--- src/hdl/numeric_token_classifier_macros.svh ---
// Assertion macros shared by the numeric token classifier modules.
// Each expects a clock named clk and a reset named rst in the using module.
`ifndef NUMERIC_TOKEN_CLASSIFIER_MACROS_SVH
`define NUMERIC_TOKEN_CLASSIFIER_MACROS_SVH

// Same-cycle implication, disabled during reset.
`define NTC_ASSERT_NOW(lbl, ante, cons, msg) \
  lbl: assert property (@(posedge clk) disable iff (rst) (ante) |-> (cons)) else $error(msg);

// Next-cycle implication, disabled during reset.
`define NTC_ASSERT_NEXT(lbl, ante, cons, msg) \
  lbl: assert property (@(posedge clk) disable iff (rst) (ante) |=> (cons)) else $error(msg);

`endif

--- src/hdl/ntc_pkg.sv ---
// Shared types and constants for the numeric token classifier.
// Used by ntc_front, ntc_queue, ntc_back and the top level.
package ntc_pkg;

  localparam int QueueDepth = 4;

  localparam logic [7:0] CharSpace = 8'h20;
  localparam logic [7:0] CharDot   = 8'h2E;
  localparam logic [7:0] CharMinus = 8'h2D;
  localparam logic [7:0] CharPlus  = 8'h2B;
  localparam logic [7:0] CharZero  = 8'd48;
  localparam logic [7:0] CharNine  = 8'd57;

  // Character kinds carried through the queue; spaces never enter it.
  localparam logic [2:0] KIND_DOT   = 3'd0;
  localparam logic [2:0] KIND_DIGIT = 3'd1;
  localparam logic [2:0] KIND_MINUS = 3'd2;
  localparam logic [2:0] KIND_PLUS  = 3'd3;
  localparam logic [2:0] KIND_OTHER = 3'd4;
  localparam logic [2:0] KIND_TERM  = 3'd5;

  localparam logic [1:0] CLASS_INTEGER = 2'd0;
  localparam logic [1:0] CLASS_DECIMAL = 2'd1;
  localparam logic [1:0] CLASS_TEXT    = 2'd2;
  localparam logic [1:0] CLASS_MIXED   = 2'd3;

  typedef struct packed {
    logic [2:0] kind;
  } entry_t;

  typedef struct packed {
    logic full;
    logic empty;
  } q_status_t;

endpackage

--- src/hdl/numeric_token_classifier.sv ---
// Numeric token classifier: one byte per beat in, one class per terminator out.
// Throughput: one beat per cycle; while a class waits, a terminator holds at the
// queue head, later beats fill the QUEUE_DEPTH queue, then in_ready drops but for spaces.
// Accepted terminators pass the queue head, then set out_valid when the slot is free.
// Reset (rst, synchronous): empties the token queue, clears string state and
// drops out_valid.
module numeric_token_classifier
  import ntc_pkg::*;
#(
  parameter int QUEUE_DEPTH = QueueDepth
) (
  input  logic       clk,
  input  logic       rst,
  input  logic [7:0] char_code,
  input  logic       end_of_string,
  input  logic       in_valid,
  output logic       in_ready,
  output logic [1:0] token_class,
  output logic       out_valid,
  input  logic       out_ready
);

  q_status_t q_status;
  logic      push;
  logic      pop;
  entry_t    push_entry;
  entry_t    head;

  ntc_front u_front (
    .char_code     (char_code),
    .end_of_string (end_of_string),
    .in_valid      (in_valid),
    .in_ready      (in_ready),
    .q_status      (q_status),
    .push          (push),
    .push_entry    (push_entry)
  );

  ntc_queue #(
    .DEPTH (QUEUE_DEPTH)
  ) u_queue (
    .clk        (clk),
    .rst        (rst),
    .push       (push),
    .push_entry (push_entry),
    .pop        (pop),
    .head       (head),
    .q_status   (q_status)
  );

  ntc_back u_back (
    .clk         (clk),
    .rst         (rst),
    .q_status    (q_status),
    .head        (head),
    .pop         (pop),
    .token_class (token_class),
    .out_valid   (out_valid),
    .out_ready   (out_ready)
  );

endmodule

--- src/hdl/ntc_front.sv ---
// Front end: accepts input beats and decodes each byte into a token kind.
// Depends on ntc_pkg; pushes into ntc_queue.
module ntc_front
  import ntc_pkg::*;
(
  input  logic [7:0] char_code,
  input  logic       end_of_string,
  input  logic       in_valid,
  output logic       in_ready,
  input  q_status_t  q_status,
  output logic       push,
  output entry_t     push_entry
);

  logic is_space;

  assign is_space = !end_of_string && (char_code == CharSpace);

  // Spaces are taken even when the queue is full: they change nothing.
  assign in_ready = !q_status.full || is_space;
  assign push     = in_valid && !q_status.full && !is_space;

  always_comb begin
    if (end_of_string) begin
      push_entry.kind = KIND_TERM;
    end else if (char_code == CharDot) begin
      push_entry.kind = KIND_DOT;
    end else if (char_code inside {[CharZero:CharNine]}) begin
      push_entry.kind = KIND_DIGIT;
    end else if (char_code == CharMinus) begin
      push_entry.kind = KIND_MINUS;
    end else if (char_code == CharPlus) begin
      push_entry.kind = KIND_PLUS;
    end else begin
      push_entry.kind = KIND_OTHER;
    end
  end

endmodule

--- src/hdl/ntc_queue.sv ---
// Short FIFO of decoded token kinds between front and back ends.
// Depends on ntc_pkg and the assertion macro header.
`include "numeric_token_classifier_macros.svh"
module ntc_queue
  import ntc_pkg::*;
#(
  parameter int DEPTH = QueueDepth
) (
  input  logic      clk,
  input  logic      rst,
  input  logic      push,
  input  entry_t    push_entry,
  input  logic      pop,
  output entry_t    head,
  output q_status_t q_status
);

  localparam int PtrW = $clog2(DEPTH);
  localparam int CntW = $clog2(DEPTH + 1);

  entry_t            mem [DEPTH];
  logic [PtrW-1:0]   wr_ptr;
  logic [PtrW-1:0]   rd_ptr;
  logic [CntW-1:0]   count;

  function automatic logic [PtrW-1:0] wrap_inc(input logic [PtrW-1:0] p);
    return (p == PtrW'(DEPTH - 1)) ? '0 : p + 1'b1;
  endfunction

  assign q_status.full  = (count == CntW'(DEPTH));
  assign q_status.empty = (count == '0);

  always_ff @(posedge clk) begin
    if (push) begin
      mem[wr_ptr] <= push_entry;
    end
  end

  // Load the head: the next stored beat after a pop, or the incoming beat
  // when it lands in a queue that is empty or being emptied.
  always_ff @(posedge clk) begin
    if (pop && (count > CntW'(1))) begin
      head <= mem[wrap_inc(rd_ptr)];
    end else if (push && (pop || q_status.empty)) begin
      head <= push_entry;
    end
  end

  always_ff @(posedge clk) begin
    if (rst) begin
      wr_ptr <= '0;
      rd_ptr <= '0;
      count  <= '0;
    end else begin
      if (push) wr_ptr <= wrap_inc(wr_ptr);
      if (pop)  rd_ptr <= wrap_inc(rd_ptr);
      if (push && !pop) begin
        count <= count + 1'b1;
      end else if (pop && !push) begin
        count <= count - 1'b1;
      end
    end
  end

  `NTC_ASSERT_NOW(a_count_bound, 1'b1, count <= CntW'(DEPTH), "queue count over depth")
  `NTC_ASSERT_NOW(a_no_pop_empty, pop, !q_status.empty, "pop from empty queue")
  `NTC_ASSERT_NEXT(a_drain, pop && !push, count == $past(count) - 1'b1, "count did not drop")

endmodule

--- src/hdl/ntc_back.sv ---
// Back end: applies token kinds to the string state and issues the class.
// Depends on ntc_pkg and the assertion macro header.
`include "numeric_token_classifier_macros.svh"
module ntc_back
  import ntc_pkg::*;
(
  input  logic       clk,
  input  logic       rst,
  input  q_status_t  q_status,
  input  entry_t     head,
  output logic       pop,
  output logic [1:0] token_class,
  output logic       out_valid,
  input  logic       out_ready
);

  logic       stopped, stopped_next;
  logic       digit_seen, digit_seen_next;
  logic       other_seen, other_seen_next;
  logic [1:0] dot_count, dot_count_next;
  logic [1:0] minus_count, minus_count_next;
  logic [1:0] plus_count, plus_count_next;
  logic       is_term;
  logic       slot_free;
  logic [1:0] class_now;
  logic       any_mark;

  function automatic logic [1:0] sat_inc(input logic [1:0] c);
    return (c >= 2'd2) ? 2'd2 : c + 2'd1;
  endfunction

  assign is_term   = (head.kind == KIND_TERM);
  assign slot_free = !out_valid || out_ready;
  // Characters drain freely; a terminator waits for the output slot.
  assign pop       = !q_status.empty && (!is_term || slot_free);
  assign any_mark  = (plus_count != '0) || (minus_count != '0) || (dot_count != '0);

  always_comb begin
    if (stopped) begin
      class_now = CLASS_MIXED;
    end else if (other_seen || !digit_seen) begin
      class_now = CLASS_TEXT;
    end else if (dot_count != '0) begin
      class_now = CLASS_DECIMAL;
    end else begin
      class_now = CLASS_INTEGER;
    end
  end

  always_comb begin
    stopped_next     = stopped;
    digit_seen_next  = digit_seen;
    other_seen_next  = other_seen;
    dot_count_next   = dot_count;
    minus_count_next = minus_count;
    plus_count_next  = plus_count;
    if (is_term) begin
      stopped_next     = 1'b0;
      digit_seen_next  = 1'b0;
      other_seen_next  = 1'b0;
      dot_count_next   = '0;
      minus_count_next = '0;
      plus_count_next  = '0;
    end else if (!stopped) begin
      case (head.kind)
        KIND_DOT: begin
          dot_count_next = sat_inc(dot_count);
          if (dot_count_next >= 2'd2) begin
            other_seen_next = 1'b1;
            if (digit_seen) stopped_next = 1'b1;
          end
        end
        KIND_DIGIT: begin
          digit_seen_next = 1'b1;
          if (other_seen) stopped_next = 1'b1;
        end
        KIND_MINUS: begin
          minus_count_next = sat_inc(minus_count);
          if (minus_count_next >= 2'd2 || plus_count != '0 || dot_count != '0) begin
            other_seen_next = 1'b1;
          end
          if (digit_seen) stopped_next = 1'b1;
        end
        KIND_PLUS: begin
          plus_count_next = sat_inc(plus_count);
          if (plus_count_next >= 2'd2 || minus_count != '0 || dot_count != '0) begin
            other_seen_next = 1'b1;
          end
          if (digit_seen) stopped_next = 1'b1;
        end
        default: begin
          if (digit_seen) begin
            stopped_next = 1'b1;
          end else begin
            other_seen_next = 1'b1;
          end
        end
      endcase
    end
  end

  always_ff @(posedge clk) begin
    if (rst) begin
      stopped     <= 1'b0;
      digit_seen  <= 1'b0;
      other_seen  <= 1'b0;
      dot_count   <= '0;
      minus_count <= '0;
      plus_count  <= '0;
      out_valid   <= 1'b0;
    end else begin
      if (pop) begin
        stopped     <= stopped_next;
        digit_seen  <= digit_seen_next;
        other_seen  <= other_seen_next;
        dot_count   <= dot_count_next;
        minus_count <= minus_count_next;
        plus_count  <= plus_count_next;
      end
      if (pop && is_term) begin
        out_valid <= 1'b1;
      end else if (out_ready) begin
        out_valid <= 1'b0;
      end
    end
  end

  always_ff @(posedge clk) begin
    if (pop && is_term) begin
      token_class <= class_now;
    end
  end

  `NTC_ASSERT_NOW(a_stop_needs_digit, stopped, digit_seen, "stopped without a digit")
  `NTC_ASSERT_NEXT(a_term_clears, pop && is_term,
    out_valid && !stopped && !digit_seen && !other_seen && !any_mark,
    "terminator did not clear state or raise result")
  `NTC_ASSERT_NOW(a_no_overwrite, pop && is_term, slot_free, "result overwritten")

endmodule

--- config.mk ---
export PLATFORM = sky130hd
export DESIGN_NAME = numeric_token_classifier
export DESIGN_NICKNAME = d
export VERILOG_FILES = /design/src/hdl/ntc_pkg.sv /design/src/hdl/numeric_token_classifier.sv /design/src/hdl/ntc_front.sv /design/src/hdl/ntc_queue.sv /design/src/hdl/ntc_back.sv
export VERILOG_INCLUDE_DIRS = /design/src /design/src/hdl
export SDC_FILE = /design/constraint.sdc
export NUM_CORES = 1
export LEC_CHECK = 0
export BUFFER_PORTS_ARGS = -buffer_cell sky130_fd_sc_hd__buf_2
export CAP_MARGIN = 0
export CELL_PAD_IN_SITES_DETAIL_PLACEMENT = 1
export CELL_PAD_IN_SITES_GLOBAL_PLACEMENT = 1
export CORE_AREA = 3 3 74 59
export DETAILED_ROUTE_END_ITERATION = 6
export DIE_AREA = 0 0 77 62
export PLACE_DENSITY_LB_ADDON = 0.1
export SYNTH_ARGS = -nofsm -noshare
export SYNTH_HDL_FRONTEND = slang
export SYNTH_SLANG_ARGS = --single-unit
--- constraint.sdc ---
create_clock -name clk -period 5.3 [get_ports clk]
set_clock_uncertainty 0.05 [all_clocks]
set_input_delay 1.06 -clock clk [delete_from_list [all_inputs] [get_ports clk]]
set_output_delay 1.06 -clock clk [all_outputs]
set_load 0.02 [all_outputs]
==> results.toml, run 1 <==
[outcome]
outcome = "finished, final reports clean"

[sta]
relSlewSlack_pct = 62.1
fin_crit_ns = 3.01
period_share_pct = 56.8
rsz0062_at_grt = "false"
setup_ws_ns = 2.29
hold_violations = 0
final_max_slew_viol_count = 0
setup_tns_ns = 0
setup_viol = 0
worst_pin_slew_ns = 0.565
max_freq_ghz = 0.332

[global_route]
grt_pass1_vias = 1424
grt_most_used_layer = "met2"
grt.met1_usage_pct = 25.0
grt_pass1_wl_um = 7110
grt_usage_pct = 19.8
antenna_found_initial = 0
grt_start_max_net_pins = 15
grtUsageMet3_pct = 4.76
globalRouteMet2Util_pct = 34.2
grt_overflow = 0

[hold_path]
whs_path_depth = 1
min_path_type = "reg2reg"

[detailed_routing]
via_per_inst = 5.75
vias = 1351
final_antenna_net_count = 0
drc = 0
drt_iter0_markers = 128
routed_wl_um = 4210
drt-wirelength-per-cell_um = 17.9
firstDrtPassIters = 4

[clocking]
postCtsSetupBuffers = 0
path_clk_slew_ns = 0.06
cts_resized = 0
clock-sinks = 34
clk_latency_ns = 0.29
cts_made_buffers = 5
root_buffer = "clkbuf_8"
ctsLongestPathBuffers = 2
ctsHoldBuffers = 0
htree_levels = 2
cts_tree = "yes"

[yosys]
syn_area_per_cell_um2 = 11.3
synth_cell_types = 47
async_reset_ff_share_pct = 0
seq_area_frac_synth_pct = 46.4
syn_area_um2 = 1830
synth_edf_count = 17
ys_ff_latch = 34
postSynthCellCount = 163
synth-main-ff-cell = "edfxtp_1"
synth_warnings = 0
syn-num-nets = 186

[finish]
antenna-diode-count = 0
utilization_pct = 56.8
layout_common_cells = "17 x dfxtp_1, 17 x edfxtp_1, 16 x buf_2"
synthToLayoutAreaGrowth_pct = 12.7
layout-drive-gt1-share_pct = 21.9
nNetsFinal = 205

[die]
die_y_um = 62
io_pins = 17
die-area_um2 = 4770
core_area_um2 = 3640
die_x_um = 77
initial_core_util_pct = 50.4
placementRows = 19

[critical_path]
ff2ff_path_depth = 5
critPathKind = "in2out"
startpoint_type = "primary input"
cp_slowest_cell = "nor4b_4"
crit_chain = "buf_2, nor4b_4, nand3_1, nand3_1, buf_2"
cpPeakStageDelay_ns = 0.35
crit_fanout = 4
cp.arrival_ns = 1.90
endpoint_kind = "output port"
required_ns = 4.19

[place]
place_hpwl_um = 3230
port_buffers = 16
gp_congestion = 0.781
preCtsSetupSlack_ns = 2.27

[pwr]
worst_ir_drop_vdd_mv = 0.274
power.total_mw = 1.06
leakage_nw = 0.786
p_per_area_nw_per_um2 = 515

[run]
maxCapViolCount = 0
-- Yosys cell counts, types with 4 or more instances --
cell type,instances,area [µm²]
o21ai_0,4,20.0
dfxtp_1,17,340
ha_1,10,125
nor2_1,14,52.6
and2_1,4,25.0
nor3_1,7,35.0
o21a_1,6,45.0
a21oi_1,7,35.0
mux2i_1,6,60.1
nand2b_1,6,37.5
inv_1,10,37.5
edfxtp_1,17,510
-- critical path, delay by kind of cell --
kind / cells / cell delay, ns
buffers and inverters: 2 / 0.28
and+or+nand+nor: 3 / 0.56
-- flip-flops by register name, summed over array words and instances, names as in the netlist --
register / count
u_queue.mem: 12
u_back.plus_count: 2
u_queue.rd_ptr: 2
u_back.token_class: 2
u_back.minus_count: 2
u_back.digit_seen: 1
u_back.stopped: 1
u_queue.count: 3
u_queue.wr_ptr: 2
u_back.out_valid: 1
u_back.other_seen: 1
u_queue.head: 3
u_back.dot_count: 2
-- where the power goes --
group          switching (mW)  internal, mW  leakage, nW
Clock                  0.0929         0.139       0.0528
Combinational           0.234         0.186        0.445
Sequential             0.0690         0.343        0.289
Total                   0.396         0.667        0.786
-- per-stage QoR --
stage	cells	instance area (µm²)	hold slack [ns]
final	235	2070	0.450
after global routing	235	2070	0.468
after CTS	235	2070	0.454
after detailed placement	227	1960	0.438
after global placement	227	1960	0.407
after floorplan	163	1830	0.393
-- kinds of logic after synthesis --
kind of cell             share of synthesized area, %
buffers and inverters                            3.07
AO/OA/AOI/OAI                                    17.1
multiplexers                                     8.80
XOR/XNOR                                         1.91
AND/OR/NAND/NOR                                  16.0
flip-flops                                       46.4
adder cells (fa/ha/maj)                          6.82
-- worst paths after layout --
path | start | slack [ns] | end
max | char_code[6] | 2.29 | in_ready
min | u_back.dot_count[1] | 0.45 | u_back.dot_count[1]
max reg2reg | u_queue.head[1] | 2.81 | u_queue.count[2]
min reg2reg | u_back.dot_count[1] | 0.45 | u_back.dot_count[1]
-- cell type report --
cell class	instances	area, µm²
fillers	417	1570
clock buffers	6	72.6
repair buffers	16	80.1
well taps	52	65.1
flip-flops and latches	34	851
clock inverters	2	33.8
inverters	10	37.5
multi-input cells	115	927
-- layer usage --
metal	vias to the layer above	routed length (µm)	share of wire (%)
met4	0	56	1.3
met2	32	2020	48
met1	664	1970	47
met5	-	0	0
met3	7	174	4.1
li1	648	-	-
No activity file was read; power rests on OpenSTA's default activity.
==> run 2, diff against run 1 <==
--- a/config.mk
+++ b/config.mk
@@ -10,9 +10,9 @@
 export CAP_MARGIN = 0
 export CELL_PAD_IN_SITES_DETAIL_PLACEMENT = 1
 export CELL_PAD_IN_SITES_GLOBAL_PLACEMENT = 1
-export CORE_AREA = 3 3 74 59
+export CORE_AREA = 3 3 81 64
 export DETAILED_ROUTE_END_ITERATION = 6
-export DIE_AREA = 0 0 77 62
+export DIE_AREA = 0 0 84 67
 export PLACE_DENSITY_LB_ADDON = 0.1
 export SYNTH_ARGS = -nofsm -noshare
 export SYNTH_HDL_FRONTEND = slang
==> constraint.sdc (replaced) <==
create_clock -name clk -period 2.7 [get_ports clk]
set_clock_uncertainty 0.05 [all_clocks]
set_input_delay 0.54 -clock clk [delete_from_list [all_inputs] [get_ports clk]]
set_output_delay 0.54 -clock clk [all_outputs]
set_load 0.02 [all_outputs]
==> results.toml, run 2 (same netlist as run 1, synthesis figures left out) <==
[detailed_routing]
vias = 1340
final_antenna_net_count = 0
met1_length_um = 2060
drt_iter0_markers = 105
via_per_inst = 5.49
drt-wirelength-per-cell_um = 16.8
met2_length_um = 1840
routed_wl_um = 4110
top_layer_used = "met4"
met3_wirelength_um = 171
firstDrtPassIters = 4
drc = 0

[sta]
setup_viol = 0
final_max_slew_viol_count = 0
max_freq_ghz = 0.454
fin_crit_ns = 2.20
hold_violations = 0
rsz0062_at_grt = "false"
period_share_pct = 81.6
setup_tns_ns = 0
setup_ws_ns = 0.497
relSlewSlack_pct = 69.9
worst_pin_slew_ns = 0.446

[pwr]
p_per_area_nw_per_um2 = 1050
leakage_nw = 0.825
worst_ir_drop_vdd_mv = 0.451

[die]
die_x_um = 84
die-area_um2 = 5630
initial_core_util_pct = 41.3
die_y_um = 67
core_area_um2 = 4440
placementRows = 21
io_pins = 17

[finish]
design_area_um2 = 2140
reg_top3 = "u_queue.mem x12, u_queue.count x3, u_queue.head x3"
largest_reg_flops = 12
layout_common_cells = "17 x dfxtp_1, 17 x edfxtp_1, 16 x buf_2"
synthToLayoutAreaGrowth_pct = 16.6
nNetsFinal = 209
top_register = "u_queue.mem"
layout-drive-gt1-share_pct = 24.6
antenna-diode-count = 0

[clocking]
ctsHoldBuffers = 0
path_clk_slew_ns = 0.07
clk_latency_ns = 0.29
cts_tree = "yes"
htree_levels = 2
root_buffer = "clkbuf_8"
clock-sinks = 34
cts_made_buffers = 5
postCtsSetupBuffers = 0
cts_resized = 0
ctsLongestPathBuffers = 2

[global_route]
grt_usage_pct = 16.5
grt_pass1_vias = 1349
grt_overflow = 0
grt_pass1_wl_um = 7020
grt_start_max_net_pins = 15
antenna_found_initial = 0

[critical_path]
critPathKind = "reg2reg"
crit_fanout = 6
startpoint_type = "register"
endpoint_kind = "register"
cp.arrival_ns = 2.37
required_ns = 2.86

[place]
placed_cell_area_um2 = 2000
preCtsSetupSlack_ns = 0.494
port_buffers = 16
place_hpwl_um = 3140
gp_congestion = 0.825

[outcome]
outcome = "finished, final reports clean"

[hold_path]
min_path_type = "reg2reg"

[run]
maxCapViolCount = 0
## run 2: changes by cell type in the layout (fill, tap and decap cells not counted), sizes merged
cell | previous run | this run
clkinv | 1 | 0
buf | 16 | 20
bufinv | 1 | 2
## run 2: final cells by class
cell class | count | area (µm²)
Tap cell | 57 | 71.3
Inverter | 10 | 37.5
Clock buffer | 6 | 82.6
Timing Repair Buffer | 20 | 110
Fill cell | 482 | 2300
Multi-Input combinational cell | 115 | 927
Sequential cell | 34 | 851
Clock inverter | 2 | 60.1
## run 2: through the flow
stage / util, % / hold WS, ns / instances / power (mW)
2_1_floorplan: - / 0.393 / 163 / 1.42
3_3_place_gp: 45.0 / 0.415 / 236 / 1.64
3_5_place_dp: 45.0 / 0.429 / 236 / 1.67
4_1_cts: 48.2 / 0.439 / 244 / 2.28
5_1_grt: 48.2 / 0.451 / 244 / 2.40
6_report: 48.2 / 0.434 / 244 / 2.25
## run 2: final timing paths
kind / start / to / slack, ns / cells past startpoint
worst max-delay path: u_queue.count[0] / u_queue.count[2] / 0.50 / 7
worst min-delay path: u_back.plus_count[1] / u_back.plus_count[0] / 0.43 / 1
worst max register to register: u_queue.count[0] / u_queue.count[2] / 0.50 / 7
worst min register to register: u_back.plus_count[1] / u_back.plus_count[0] / 0.43 / 1
## run 2: per-layer routing
metal	up-vias	global-route usage, %
met5	-	0
met4	0	6.22
met3	6	5.07
met2	16	24.6
met1	659	22.5
li1	659	-
## run 2: where the power goes
group          internal (mW)  switching (mW)  leakage (nW)
clock                  0.394           0.186        0.0714
combinational          0.396           0.490         0.464
sequential             0.672           0.115         0.289
total                   1.46           0.790         0.825
## run 2: critical path, cell delays in order, from the launching register on
cell and delay (ns):
dfxtp_1 0.41, inv_1 0.10, ha_1 0.29, a21bo_2 0.25, a31oi_2 0.18, ha_1 0.31, or3_1 0.38, a21oi_1 0.15
==> run 3, diff against run 2 <==
--- a/config.mk
+++ b/config.mk
@@ -10,9 +10,9 @@
 export CAP_MARGIN = 0
 export CELL_PAD_IN_SITES_DETAIL_PLACEMENT = 1
 export CELL_PAD_IN_SITES_GLOBAL_PLACEMENT = 1
-export CORE_AREA = 3 3 81 64
+export CORE_AREA = 3 3 77 61
 export DETAILED_ROUTE_END_ITERATION = 6
-export DIE_AREA = 0 0 84 67
+export DIE_AREA = 0 0 80 64
 export PLACE_DENSITY_LB_ADDON = 0.1
 export SYNTH_ARGS = -nofsm -noshare
 export SYNTH_HDL_FRONTEND = slang
==> constraint.sdc (replaced) <==
create_clock -name clk -period 2.2 [get_ports clk]
set_clock_uncertainty 0.05 [all_clocks]
set_input_delay 0.44 -clock clk [delete_from_list [all_inputs] [get_ports clk]]
set_output_delay 0.44 -clock clk [all_outputs]
set_load 0.02 [all_outputs]
==> results.toml, run 3 (same netlist as run 1, synthesis figures left out) <==
[outcome]
outcome = "finished, final reports clean"

[die]
placementRows = 20
core_area_um2 = 4000
die_x_um = 80
io_pins = 17
initial_core_util_pct = 45.8
die_y_um = 64
die-area_um2 = 5120

[clocking]
cts_made_buffers = 5
root_buffer = "clkbuf_8"
htree_levels = 2
cts_resized = 0
ctsLongestPathBuffers = 2
clk_latency_ns = 0.28
ctsHoldBuffers = 0
cts_tree = "yes"
postCtsSetupBuffers = 0
path_clk_slew_ns = 0.07
clock-sinks = 34

[place]
gp_congestion = 0.808
place_hpwl_um = 3150
preCtsSetupSlack_ns = 0.164
port_buffers = 16

[finish]
final_common_cell = "edfxtp_1"
nNetsFinal = 214
reg_top3 = "u_queue.mem x12, u_queue.count x3, u_queue.head x3"
synthToLayoutAreaGrowth_pct = 18.3
largest_reg_flops = 12
top_register = "u_queue.mem"
antenna-diode-count = 0
layout-drive-gt1-share_pct = 27.1
layout_common_cells = "17 x edfxtp_1, 16 x buf_2, 16 x dfxtp_1"

[pwr]
p_comb_share_pct = 41.0
intPower_mw = 1.82
power.share.clock_pct = 24.2
worst_ir_drop_vdd_mv = 0.501
leakage_nw = 0.844
switchingPower_mw = 0.969
netSwitchingFraction_pct = 34.8
p_per_area_nw_per_um2 = 1280
pwr-share-seq_pct = 34.7

[global_route]
grt_start_max_net_pins = 15
grt_pass1_vias = 1442
grt_overflow = 0
grt_usage_pct = 18.1
antenna_found_initial = 0
grt_pass1_wl_um = 6960

[detailed_routing]
vias = 1355
firstDrtPassIters = 4
drc = 0
via_per_inst = 5.49
routed_wl_um = 4050
final_antenna_net_count = 0
drt_iter0_markers = 57
drt-wirelength-per-cell_um = 16.4

[critical_path]
cp.arrival_ns = 2.15
crit_path_start = "u_queue.count[1]"
crit_fanout = 6
startpoint_type = "register"
required_ns = 2.37
endpoint_kind = "register"
r2r_start = "u_queue.count[1]"
critPathKind = "reg2reg"

[sta]
setup_tns_ns = 0
hold_violations = 0
worst_pin_slew_ns = 0.510
fin_crit_ns = 1.98
final_max_slew_viol_count = 0
rsz0062_at_grt = "false"
setup_viol = 0
max_freq_ghz = 0.504
period_share_pct = 90.2
setup_ws_ns = 0.216
relSlewSlack_pct = 65.5
fin_hold_ws_ns = 0.464

[hold_path]
min_path_type = "reg2reg"
min_from = "u_back.dot_count[1]"

[run]
maxCapViolCount = 0
run 3: cell count changes in the layout (fill, tap and decap cells not counted):
cell	before	now
buf_4	4	9
clkbuf_8	6	5
clkinv_4	0	1
dfxtp_1	17	16
dfxtp_2	0	1
run 3: metal layers:
layer | GRT usage [%] | vias to the layer above | share of wire [%]
li1 | - | 671 | -
met1 | 23.5 | 660 | 49
met2 | 29.2 | 19 | 46
met3 | 5.63 | 5 | 3.0
met4 | 4.43 | 0 | 1.1
met5 | 0 | - | 0
run 3: worst paths after layout:
path	end	cells past startpoint	slack, ns
max	u_queue.count[2]	7	0.22
min	u_back.dot_count[1]	1	0.46
max reg2reg	u_queue.count[2]	7	0.22
min reg2reg	u_back.dot_count[1]	1	0.46
run 3: stage by stage:
| step | utilization [%] | cells | power (mW) | instance area, µm² |
|---|---|---|---|---|
| after floorplan | - | 163 | 1.74 | 1830 |
| after global placement | 50.7 | 239 | 2.06 | 2030 |
| after detailed placement | 50.7 | 239 | 2.12 | 2030 |
| after CTS | 54.2 | 247 | 2.82 | 2170 |
| after global routing | 54.2 | 247 | 3.00 | 2170 |
| final | 54.2 | 247 | 2.79 | 2170 |
run 3: final cells by class:
type,instances,area (µm²)
Timing Repair Buffer,25,148
Clock inverter,3,68.8
Clock buffer,5,68.8
Multi-Input combinational cell,115,927
Inverter,10,37.5
Sequential cell,34,852
Fill cell,446,1830
Tap cell,55,68.8
run 3: critical path: stages (launching register included):
cell and delay, ns:
dfxtp_1 0.35, inv_1 0.10, ha_1 0.25, a21bo_2 0.24
a31oi_2 0.17, ha_1 0.27, or3_1 0.37, a21oi_1 0.13
run 3: power groups by stage:
stage	sequential, mW	combinational (mW)	clock [mW]
5_1_grt	0.992	1.27	0.740
4_1_cts	0.967	1.16	0.693
6_report	0.969	1.14	0.676
3_3_place_gp	0.966	1.09	0
2_1_floorplan	0.924	0.815	0
3_5_place_dp	0.980	1.14	0
